===== src/rtl/block_tree_prefix_sum_access_assert.svh =====
// ----------------------------------------------------------------------------
// Block tree prefix sum access: assertion macros
// Shared property shorthands on clk and arst_n.
// ----------------------------------------------------------------------------
`ifndef BLOCK_TREE_PREFIX_SUM_ACCESS_ASSERT_SVH
`define BLOCK_TREE_PREFIX_SUM_ACCESS_ASSERT_SVH

// same-cycle implication
`define BTPS_ASSERT_IMP(label, ante, cons) \
	label: assert property (@(posedge clk) disable iff (!arst_n) (ante) |-> (cons)) \
		else $error("assertion failed");

// next-cycle implication
`define BTPS_ASSERT_NXT(label, ante, cons) \
	label: assert property (@(posedge clk) disable iff (!arst_n) (ante) |=> (cons)) \
		else $error("assertion failed");

`endif


===== src/rtl/btps_pkg.sv =====
// ----------------------------------------------------------------------------
// Block tree prefix sum access: package
// Shared widths, codes, walk states and status type.
// ----------------------------------------------------------------------------
package btps_pkg;

	localparam int MAX_LEVELS_DEF    = 8;
	localparam int LEVEL_ENTRIES_DEF = 1024;
	localparam int LEAF_ENTRIES_DEF  = 4096;
	localparam int DICT_ENTRIES_DEF  = 4096;

	localparam int SUM_W   = 64;
	localparam int POS_W   = 24;
	localparam int ARITY_W = 5;
	localparam int LEN_W   = 17;
	localparam int LVC_W   = 4;
	localparam int OFF_W   = 32;
	localparam int CODE_W  = 13;
	localparam int DVD_W   = 33;
	localparam int DSR_W   = 17;
	localparam int CFG_W   = 17;
	localparam int CIDX_W  = 2;

	localparam logic KIND_QUERY = 1'b0;
	localparam logic KIND_LOAD  = 1'b1;

	typedef enum logic [CIDX_W-1:0] {
		REG_ARITY,
		REG_TOP_LEN,
		REG_LEVELS
	} reg_idx_t;

	typedef enum logic [2:0] {
		TBL_TOP,
		TBL_FLAG,
		TBL_BSUM,
		TBL_OFF,
		TBL_SEC,
		TBL_CODE,
		TBL_DICT
	} tbl_sel_t;

	typedef enum logic [4:0] {
		S_IDLE,
		S_TDIV,
		S_TREAD,
		S_LOOP,
		S_RANK,
		S_RDEC,
		S_LDIV,
		S_CSTART,
		S_CDIV,
		S_CSUM,
		S_BREAD,
		S_BDIV,
		S_BSUB,
		S_LEAF,
		S_LCHK,
		S_CODE,
		S_DICT,
		S_DONE
	} walk_state_t;

	typedef struct packed {
		logic idle;
		logic res_valid;
		logic res_oor;
	} walk_stat_t;

endpackage


===== src/rtl/btps_div.sv =====
// ----------------------------------------------------------------------------
// Block tree prefix sum access: serial divider
// Restoring division, one quotient bit per cycle.
// ----------------------------------------------------------------------------
module btps_div (
	input  logic                       clk,
	input  logic                       arst_n,
	input  logic                       start,
	input  logic [btps_pkg::DVD_W-1:0] dividend,
	input  logic [btps_pkg::DSR_W-1:0] divisor,
	output logic                       done,
	output logic [btps_pkg::DVD_W-1:0] quotient,
	output logic [btps_pkg::DSR_W-1:0] remainder
);

	localparam int DVD_W = btps_pkg::DVD_W;
	localparam int DSR_W = btps_pkg::DSR_W;
	localparam int CNT_W = $clog2(DVD_W + 1);

	logic             run_q;
	logic             done_q;
	logic [CNT_W-1:0] cnt_q;
	logic [DVD_W-1:0] quo_q;
	logic [DSR_W-1:0] rem_q;
	logic [DSR_W-1:0] dsr_q;
	logic [DSR_W:0]   shifted;
	logic [DSR_W+1:0] diff;
	logic             ge;

	assign shifted = {rem_q, quo_q[DVD_W-1]};
	assign diff    = {1'b0, shifted} - {2'b00, dsr_q};
	assign ge      = !diff[DSR_W+1];

	always_ff @(posedge clk or negedge arst_n) begin
		if (!arst_n) begin
			run_q  <= 1'b0;
			done_q <= 1'b0;
			cnt_q  <= '0;
		end else begin
			done_q <= 1'b0;
			if (start) begin
				run_q <= 1'b1;
				cnt_q <= CNT_W'(DVD_W);
			end else if (run_q) begin
				cnt_q <= cnt_q - 1'b1;
				if (cnt_q == CNT_W'(1)) begin
					run_q  <= 1'b0;
					done_q <= 1'b1;
				end
			end
		end
	end

	always_ff @(posedge clk) begin
		if (start) begin
			quo_q <= dividend;
			rem_q <= '0;
			dsr_q <= divisor;
		end else if (run_q) begin
			quo_q <= {quo_q[DVD_W-2:0], ge};
			rem_q <= ge ? diff[DSR_W-1:0] : shifted[DSR_W-1:0];
		end
	end

	assign done      = done_q;
	assign quotient  = quo_q;
	assign remainder = rem_q;

endmodule


===== src/rtl/btps_walk.sv =====
// ----------------------------------------------------------------------------
// Block tree prefix sum access: query walker
// Sequencer that walks the tree levels over the table memories.
// ----------------------------------------------------------------------------
module btps_walk #(
	parameter int MAX_LEVELS    = btps_pkg::MAX_LEVELS_DEF,
	parameter int LEVEL_ENTRIES = btps_pkg::LEVEL_ENTRIES_DEF,
	parameter int LEAF_ENTRIES  = btps_pkg::LEAF_ENTRIES_DEF,
	parameter int DICT_ENTRIES  = btps_pkg::DICT_ENTRIES_DEF
) (
	input  logic                                        clk,
	input  logic                                        arst_n,
	input  logic                                        start,
	input  logic [btps_pkg::POS_W-1:0]                  query_position,
	input  logic [btps_pkg::ARITY_W-1:0]                arity,
	input  logic [btps_pkg::LEN_W-1:0]                  top_len,
	input  logic [btps_pkg::LVC_W-1:0]                  lvl_count,
	output btps_pkg::walk_stat_t                        stat,
	output logic [btps_pkg::SUM_W-1:0]                  res_sum,
	input  logic                                        res_take,
	output logic [$clog2(LEVEL_ENTRIES)-1:0]            top_raddr,
	input  logic [btps_pkg::SUM_W-1:0]                  top_rdata,
	output logic [$clog2(MAX_LEVELS*LEVEL_ENTRIES)-1:0] flag_raddr,
	input  logic                                        flag_rdata,
	output logic [$clog2(MAX_LEVELS*LEVEL_ENTRIES)-1:0] bsum_raddr,
	input  logic [btps_pkg::SUM_W-1:0]                  bsum_rdata,
	output logic [$clog2(MAX_LEVELS*LEVEL_ENTRIES)-1:0] boff_raddr,
	input  logic [btps_pkg::OFF_W-1:0]                  off_rdata,
	input  logic [btps_pkg::SUM_W-1:0]                  sec_rdata,
	output logic [$clog2(LEAF_ENTRIES)-1:0]             code_raddr,
	input  logic [btps_pkg::CODE_W-1:0]                 code_rdata,
	output logic [$clog2(DICT_ENTRIES)-1:0]             dict_raddr,
	input  logic [btps_pkg::SUM_W-1:0]                  dict_rdata
);

	localparam int LIW    = $clog2(LEVEL_ENTRIES);
	localparam int AW     = $clog2(MAX_LEVELS * LEVEL_ENTRIES);
	localparam int LAW    = $clog2(LEAF_ENTRIES);
	localparam int DAW    = $clog2(DICT_ENTRIES);
	localparam int KW     = $clog2(LEVEL_ENTRIES + 1);
	localparam int LVW    = $clog2(MAX_LEVELS + 1);
	localparam int STW    = $clog2(2 * MAX_LEVELS + 2);
	localparam int BW     = btps_pkg::DVD_W;
	localparam int LW     = btps_pkg::LEN_W;
	localparam int AR_W   = btps_pkg::ARITY_W;
	localparam int SW     = btps_pkg::SUM_W;
	localparam int LEAF_W = BW + LW + 1;

	btps_pkg::walk_state_t state_q, state_d;

	logic [AR_W-1:0]   ar_q;
	logic [LW-1:0]     len_q;
	logic [LVW-1:0]    levels_q;
	logic [LVW-1:0]    level_q;
	logic [STW-1:0]    steps_q;
	logic [BW-1:0]     blk_q;
	logic [LW-1:0]     i_q;
	logic [SW-1:0]     sum_q;
	logic [KW-1:0]     rank_q;
	logic              flag_q;
	logic [KW-1:0]     k_q;
	logic              rv_s1;
	logic [KW-1:0]     rk_s1;
	logic [BW-1:0]     c_q;
	logic [BW-1:0]     cend_q;
	logic              cv_s1;
	logic [LEAF_W-1:0] leaf_q;
	logic              oor_q;

	logic              div_start;
	logic [BW-1:0]     div_dvd;
	logic [LW-1:0]     div_dsr;
	logic              div_done;
	logic [BW-1:0]     div_quo;
	logic [LW-1:0]     div_rem;

	logic [AR_W-1:0]   ar_eff;
	logic [LW-1:0]     len0;
	logic [LVW-1:0]    levels_eff;
	logic [31:0]       lvl_base;
	logic [BW-1:0]     le_b;
	logic              rank_issue;
	logic              csum_issue;
	logic              csum_oob;
	logic              csum_end;
	logic [BW-1:0]     first;
	logic [LW:0]       bdiv_sum;
	logic              bdiv_wrap;
	logic              last_level;
	logic              step_over;
	logic              fail;

	btps_div u_div (
		.clk       (clk),
		.arst_n    (arst_n),
		.start     (div_start),
		.dividend  (div_dvd),
		.divisor   (div_dsr),
		.done      (div_done),
		.quotient  (div_quo),
		.remainder (div_rem)
	);

	always_comb begin
		ar_eff = (arity < AR_W'(2)) ? AR_W'(2) : arity;
		len0   = (top_len == '0) ? LW'(1) : top_len;
		if (lvl_count == '0) begin
			levels_eff = LVW'(1);
		end else if (32'(lvl_count) > 32'(MAX_LEVELS)) begin
			levels_eff = LVW'(MAX_LEVELS);
		end else begin
			levels_eff = LVW'(lvl_count);
		end
	end

	assign lvl_base   = 32'(level_q) * 32'(LEVEL_ENTRIES);
	assign le_b       = BW'(LEVEL_ENTRIES);
	assign rank_issue = BW'(k_q) <= blk_q;
	assign csum_issue = c_q < cend_q;
	assign csum_oob   = csum_issue && (c_q >= le_b);
	assign csum_end   = !csum_issue && !cv_s1;
	assign first      = BW'(rank_q) * BW'(ar_q);
	assign bdiv_sum   = (LW+1)'(i_q) + (LW+1)'(div_rem);
	assign bdiv_wrap  = bdiv_sum >= (LW+1)'(len_q);
	assign last_level = (32'(level_q) + 32'd1) >= 32'(levels_q);
	assign step_over  = (32'(steps_q) + 32'd1) > 32'(2 * MAX_LEVELS);

	assign top_raddr  = div_quo[LIW-1:0];
	assign flag_raddr = AW'(lvl_base + 32'(k_q));
	assign bsum_raddr = (state_q == btps_pkg::S_CSUM)
		? AW'(lvl_base + 32'(LEVEL_ENTRIES) + c_q[31:0])
		: AW'(lvl_base + div_quo[31:0]);
	assign boff_raddr = AW'(lvl_base + blk_q[31:0] - 32'(rank_q));
	assign code_raddr = leaf_q[LAW-1:0];
	assign dict_raddr = DAW'(code_rdata);

	always_comb begin
		fail = 1'b0;
		case (state_q)
			btps_pkg::S_TDIV: fail = div_done && (div_quo >= le_b);
			btps_pkg::S_LOOP: fail = !last_level && (step_over || blk_q >= le_b);
			btps_pkg::S_CSUM: fail = csum_oob;
			btps_pkg::S_BDIV: fail = div_done && !bdiv_wrap && (div_quo >= le_b);
			btps_pkg::S_LCHK: fail = leaf_q >= LEAF_W'(LEAF_ENTRIES);
			btps_pkg::S_CODE: fail = 32'(code_rdata) >= 32'(DICT_ENTRIES);
			default:          fail = 1'b0;
		endcase
	end

	always_comb begin
		state_d = state_q;
		unique case (state_q)
			btps_pkg::S_IDLE: begin
				if (start) state_d = btps_pkg::S_TDIV;
			end
			btps_pkg::S_TDIV: begin
				if (div_done) state_d = fail ? btps_pkg::S_DONE : btps_pkg::S_TREAD;
			end
			btps_pkg::S_TREAD: state_d = btps_pkg::S_LOOP;
			btps_pkg::S_LOOP: begin
				if (last_level) state_d = btps_pkg::S_LEAF;
				else if (fail) state_d = btps_pkg::S_DONE;
				else state_d = btps_pkg::S_RANK;
			end
			btps_pkg::S_RANK: begin
				if (rv_s1 && BW'(rk_s1) == blk_q) state_d = btps_pkg::S_RDEC;
			end
			btps_pkg::S_RDEC: state_d = flag_q ? btps_pkg::S_LDIV : btps_pkg::S_BREAD;
			btps_pkg::S_LDIV: begin
				if (div_done) state_d = btps_pkg::S_CSTART;
			end
			btps_pkg::S_CSTART: state_d = btps_pkg::S_CDIV;
			btps_pkg::S_CDIV: begin
				if (div_done) state_d = btps_pkg::S_CSUM;
			end
			btps_pkg::S_CSUM: begin
				if (fail) state_d = btps_pkg::S_DONE;
				else if (csum_end) state_d = btps_pkg::S_LOOP;
			end
			btps_pkg::S_BREAD: state_d = btps_pkg::S_BDIV;
			btps_pkg::S_BDIV: begin
				if (div_done) begin
					if (bdiv_wrap) state_d = btps_pkg::S_LOOP;
					else if (fail) state_d = btps_pkg::S_DONE;
					else state_d = btps_pkg::S_BSUB;
				end
			end
			btps_pkg::S_BSUB: state_d = btps_pkg::S_LOOP;
			btps_pkg::S_LEAF: state_d = btps_pkg::S_LCHK;
			btps_pkg::S_LCHK: state_d = fail ? btps_pkg::S_DONE : btps_pkg::S_CODE;
			btps_pkg::S_CODE: state_d = fail ? btps_pkg::S_DONE : btps_pkg::S_DICT;
			btps_pkg::S_DICT: state_d = btps_pkg::S_DONE;
			btps_pkg::S_DONE: begin
				if (res_take) state_d = btps_pkg::S_IDLE;
			end
			default: state_d = btps_pkg::S_IDLE;
		endcase
	end

	always_comb begin
		div_start = 1'b0;
		div_dvd   = BW'(len_q);
		div_dsr   = LW'(ar_q);
		unique case (state_q)
			btps_pkg::S_IDLE: begin
				div_start = start;
				div_dvd   = BW'(query_position);
				div_dsr   = len0;
			end
			btps_pkg::S_RDEC: begin
				div_start = flag_q;
			end
			btps_pkg::S_CSTART: begin
				div_start = 1'b1;
				div_dvd   = BW'(i_q);
				div_dsr   = len_q;
			end
			btps_pkg::S_BREAD: begin
				div_start = 1'b1;
				div_dvd   = BW'(off_rdata);
				div_dsr   = len_q;
			end
			default: begin
				div_start = 1'b0;
			end
		endcase
		stat.idle      = state_q == btps_pkg::S_IDLE;
		stat.res_valid = state_q == btps_pkg::S_DONE;
		stat.res_oor   = oor_q;
		res_sum        = oor_q ? '0 : sum_q;
	end

	always_ff @(posedge clk or negedge arst_n) begin
		if (!arst_n) begin
			state_q <= btps_pkg::S_IDLE;
			rv_s1   <= 1'b0;
			cv_s1   <= 1'b0;
		end else begin
			state_q <= state_d;
			rv_s1   <= (state_q == btps_pkg::S_RANK) && rank_issue;
			cv_s1   <= (state_q == btps_pkg::S_CSUM) && csum_issue && !csum_oob;
		end
	end

	always_ff @(posedge clk) begin
		case (state_q)
			btps_pkg::S_IDLE: begin
				if (start) begin
					ar_q     <= ar_eff;
					len_q    <= len0;
					levels_q <= levels_eff;
					level_q  <= '0;
					steps_q  <= '0;
					sum_q    <= '0;
					oor_q    <= 1'b0;
				end
			end
			btps_pkg::S_TDIV: begin
				if (div_done) begin
					blk_q <= div_quo;
					i_q   <= div_rem;
				end
			end
			btps_pkg::S_TREAD: sum_q <= top_rdata;
			btps_pkg::S_LOOP: begin
				if (!last_level) begin
					steps_q <= steps_q + 1'b1;
					k_q     <= '0;
					rank_q  <= '0;
				end
			end
			btps_pkg::S_RANK: begin
				if (rank_issue) k_q <= k_q + 1'b1;
				rk_s1 <= k_q;
				if (rv_s1) begin
					if (BW'(rk_s1) == blk_q) flag_q <= flag_rdata;
					else rank_q <= rank_q + KW'(flag_rdata);
				end
			end
			btps_pkg::S_LDIV: begin
				if (div_done) len_q <= (div_quo == '0) ? LW'(1) : div_quo[LW-1:0];
			end
			btps_pkg::S_CDIV: begin
				if (div_done) begin
					i_q    <= div_rem;
					c_q    <= first;
					cend_q <= first + div_quo;
				end
			end
			btps_pkg::S_CSUM: begin
				if (csum_issue && !csum_oob) c_q <= c_q + 1'b1;
				if (cv_s1) sum_q <= sum_q + bsum_rdata;
				if (csum_end) begin
					blk_q   <= cend_q;
					level_q <= level_q + 1'b1;
				end
			end
			btps_pkg::S_BREAD: sum_q <= sum_q + sec_rdata;
			btps_pkg::S_BDIV: begin
				if (div_done) begin
					if (bdiv_wrap) begin
						blk_q <= div_quo + 1'b1;
						i_q   <= LW'(bdiv_sum - (LW+1)'(len_q));
					end else begin
						blk_q <= div_quo;
						i_q   <= bdiv_sum[LW-1:0];
					end
				end
			end
			btps_pkg::S_BSUB: sum_q <= sum_q - bsum_rdata;
			btps_pkg::S_LEAF: leaf_q <= LEAF_W'(i_q) + LEAF_W'(blk_q) * LEAF_W'(len_q);
			btps_pkg::S_DICT: sum_q <= sum_q + dict_rdata;
			default: ;
		endcase
		if (fail) oor_q <= 1'b1;
	end

endmodule


===== config.mk =====
export PLATFORM = sky130hd
export DESIGN_NAME = btps_walk
export DESIGN_NICKNAME = d
export VERILOG_FILES = /design/src/rtl/block_tree_prefix_sum_access_assert.svh /design/src/rtl/btps_pkg.sv /design/src/rtl/btps_div.sv /design/src/rtl/btps_walk.sv
export SDC_FILE = /design/constraint.sdc
export NUM_CORES = 2
export LEC_CHECK = 0
export BUFFER_PORTS_ARGS = -buffer_cell sky130_fd_sc_hd__buf_2
export CAP_MARGIN = 5
export CORE_MARGIN = 8
export CORE_UTILIZATION = 56
export DETAILED_ROUTE_END_ITERATION = 8
export PLACE_DENSITY = 0.79
export SYNTH_ARGS = -nofsm -noshare
export SYNTH_HDL_FRONTEND = slang
export SYNTH_SLANG_ARGS = --single-unit

===== constraint.sdc =====
create_clock -name clk -period 6.94 [get_ports clk]
set_clock_uncertainty 0.2 [all_clocks]
set_input_delay 1.735 -clock clk [delete_from_list [all_inputs] [get_ports clk]]
set_output_delay 1.735 -clock clk [all_outputs]
set_load 0.05 [all_outputs]

==> impl_results.md <==
* Worst-path cell chain: clkbuf_2, nand2_1, fa_1, inv_1, fa_1, inv_1, fa_1, fa_1, fa_1, fa_1, inv_1, ha_1, o21a_1, o21ai_2, or3_1, a21oi_2, buf_4, o211ai_1, nand3_1, nand2_1, o211ai_1, nand2_1, o31ai_2, xor2_1
* Setup-failing EPs final at 0
* Seq/Total Area, Yosys at approximately 23%
* Mapped Nets at 6859
* Clk_lat worst skew at roughly 0.66 ns
* CP required at approximately 7 ns
* Die W at just over 300 µm
* Vias per inst at approximately 6
* Max FO, Critical Path at 5
* Clock Tree Buf Depth at 3
* Core area at a little under 90000 µm²
* GRT overflow at 0
* Layout Utilization at 67.36%
* First-pass GRT wire length at between 200000 and 300000 µm
* Starting Density at 56.47%
* Post-synthesis instance total at ~5600
* Avg Inst Size Synth at approximately 9 µm²
* Top Family by Delay on Critical Path: adder cells
* Vias at about 46000
* Ys flop type: edfxtp_1
* Final Cycle Share at 99.05%
* Syn. warnings at 0
* Drt drc at 1
* Die area at between 90000 and 100000 µm²
* Final hold vios at 0
* Post-Syn Area at ~49000 µm²
* Final wirelength at approximately 180000 µm
* Drt initial violations at approximately 5600
* CTS tree: yes
* Critical Path Most Common Cell: fa_1
* Fmax achieved at between 100 and 150 MHz
* WS Path Type: flop to flop
* Wire length per cell at approximately 24 µm
* CP endpoint kind: flop
* Initial antenna violation count at 18
* Die Y at around 310 µm
* Number of flops mapped to enable cells by yosys at 350
* Worst Path Buf+Inv at 5
* Fin. max-slew vios at 0
* DPL Wire Length at about 140000 µm
* CP peak stage delay at a little under 0.6 ns
* GRT Total Usage at 35.41%
* Maxcap violations at 0
* Worst Tran Pin Value at 1.137 ns
* Yosys cell types at 77
* Violated checks: design-rule violations
* Outcome: complete, but fails checks
* Pin count of the biggest net entering global routing at 67
* Post-route non-filler standard cell count at about 7600
* Clk sink count at roughly 380
* Hold WC Path Type: flop to flop
* I/O pin cnt at slightly below 500
* Port bufs at ~470
* CTS Buf Count at 46
* H-tree levels at 2
* WP data arrival at around 7.0 ns
* Clock root cell: clkbuf_16
* Fin worst setup slack at ~0.066 ns
* #FFs+latches synth at roughly 380
* Relative slew slack at between 20 and 25%
* Vias in the first global route at 45650
* First-pass DRT Iterations at 9
* Placed cells at between 7000 and 8000
* Routability cong. at between 1 and 1.5
* Final nets at roughly 7600
* Layout cells sized above 1 at approximately a fifth
* Setup crit start kind: flop
* Row cnt at 108
* CP max stage cell: fa_1
* DRT antenna net count at 0
* Area delta synth->final at 19.27%
* Dpl ws at -0.6402 ns
* Crit path time final at ~6.9 ns
* Worst hold slack at between 0.3 and 0.4 ns
* RSZ-0062 raised after global routing: yes
* Post-synth ARST share at between 3 and 4%
* Clk slew on worst S/H paths at roughly 0.06 ns
flip-flops by register name, indices dropped and copies added, names as in the netlist, 4 cells and up:
name and cells:
u_div.cnt_q 6, level_q 4, sum_q 64, blk_q 33, levels_q 4, state_q 5
u_div.quotient 33, leaf_q 51, u_div.remainder 17, steps_q 5, k_q 11, i_q 17
c_q 33, len_q 17, cend_q 33, u_div.dsr_q 17, rank_q 11, ar_q 5
rk_s1 11
cells in the final DEF, fill, tap and decap left out, types with 31 or more instances in the layout:
cell / count
clkbuf_16: 48
buf_2: 471
o21ai_0: 280
ha_1: 377
a21oi_1: 251
o21bai_1: 31
nor3_1: 84
xor2_1: 112
nand2_1: 737
and3_1: 37
nor2_1: 377
inv_1: 715
nand2b_1: 35
edfxtp_1: 350
nand4_1: 44
a21o_1: 88
a22oi_1: 49
fa_1: 506
buf_4: 513
nor4_1: 54
and2_1: 168
xnor2_1: 149
a31oi_1: 43
nor2b_1: 104
nand3_1: 83
cells by family (layout without fill, tap and decap cells):
| logic type | Yosys count | in the layout | synth area share [%] |
|---|---|---|---|
| xor+xnor | 263 | 263 | 4.717 |
| simple gates | 1842 | 1842 | 17.49 |
| mux | 42 | 42 | 0.8964 |
| other cells | 0 | 6 | 0 |
| compound gates | 1095 | 1095 | 14.40 |
| buf+inv | 1074 | 1869 | 8.591 |
| flops | 383 | 383 | 22.95 |
| fa+ha+maj | 902 | 902 | 30.96 |
synthesized netlist by cell type, types with 20 or more instances:
cell,number,area share (%)
o22ai_1,20,0.26
nor2_1,385,2.9
nor2b_1,105,1.3
fa_1,517,21
o311ai_0,25,0.45
clkbuf_1,269,2.1
ha_1,385,9.8
or3_1,25,0.32
o21a_1,28,0.43
a31oi_1,45,0.57
and2_1,170,2.2
a21oi_1,268,2.7
nand4_1,44,0.56
nand3_1,83,0.85
a22oi_1,49,0.75
a222oi_1,29,0.59
o21ai_0,301,3.1
a221oi_1,20,0.36
inv_1,729,5.6
mux2i_1,27,0.55
edfxtp_1,350,21
a21o_1,88,1.3
buf_4,45,0.69
nor4_1,61,0.78
nand2_1,748,5.7
xnor2_1,150,2.7
nand2b_1,35,0.45
nor3_1,90,0.92
a22o_1,23,0.41
o21bai_1,31,0.48
and3_1,39,0.50
xor2_1,112,2.0
cell type report:
type | instances | area [µm²]
antenna | 6 | 15.01
clock buffer | 54 | 1201
clock inverter | 32 | 544.3
fill | 6867 | 28320
inverter | 741 | 2805
multi-input combinational | 4144 | 34080
sequential | 383 | 11250
tap | 1155 | 1445
timing repair buffer | 1042 | 7099
tightest hold or removal path: stages, from the launching register on:
cell     delay (ns)
dfrtp_1        0.37
a21o_1         0.09
a21o_1         0.09
routing by layer:
layer  GRT usage (%)  share of wire (%)
met3           10.84                 13
met5               0              0.040
met2           55.01                 44
met1           46.35                 38
met4           13.60                5.1
stage by stage:
step                      instance area [µm²]  setup TNS (ns)
after global routing                    58430         -0.6289
final                                   58430               0
after global placement                  55290          -8.149
after CTS                               57300               0
after floorplan                         49020          -1.355
after detailed placement                55290          -9.816
final timing paths:
| check | slack (ns) | depth (start not counted) | from | to |
|---|---|---|---|---|
| setup / recovery | 0.07 | 24 | blk_q[16] | leaf_q[49] |
| hold / removal | 0.38 | 2 | u_div.cnt_q[5] | u_div.cnt_q[5] |
| setup reg to reg | 0.07 | 24 | blk_q[16] | leaf_q[49] |
| hold reg to reg | 0.38 | 2 | u_div.cnt_q[5] | u_div.cnt_q[5] |
| max in group asynchronous | 5.26 | 1 | arst_n | u_div.cnt_q[3] |
| min in group asynchronous | 0.87 | 1 | arst_n | u_div.done |
what timing repair did:
item	CTS	global route
pin swaps	15	96
hold endpoints to repair	0	0
cloned	0	2
gates resized for setup	29	139
setup endpoints to repair	11	46
hold buffers	0	0
buffers inserted	20	73
Power is not shown: default switching activity piles up to over one toggle a cycle in this logic, so the estimate is an artifact.
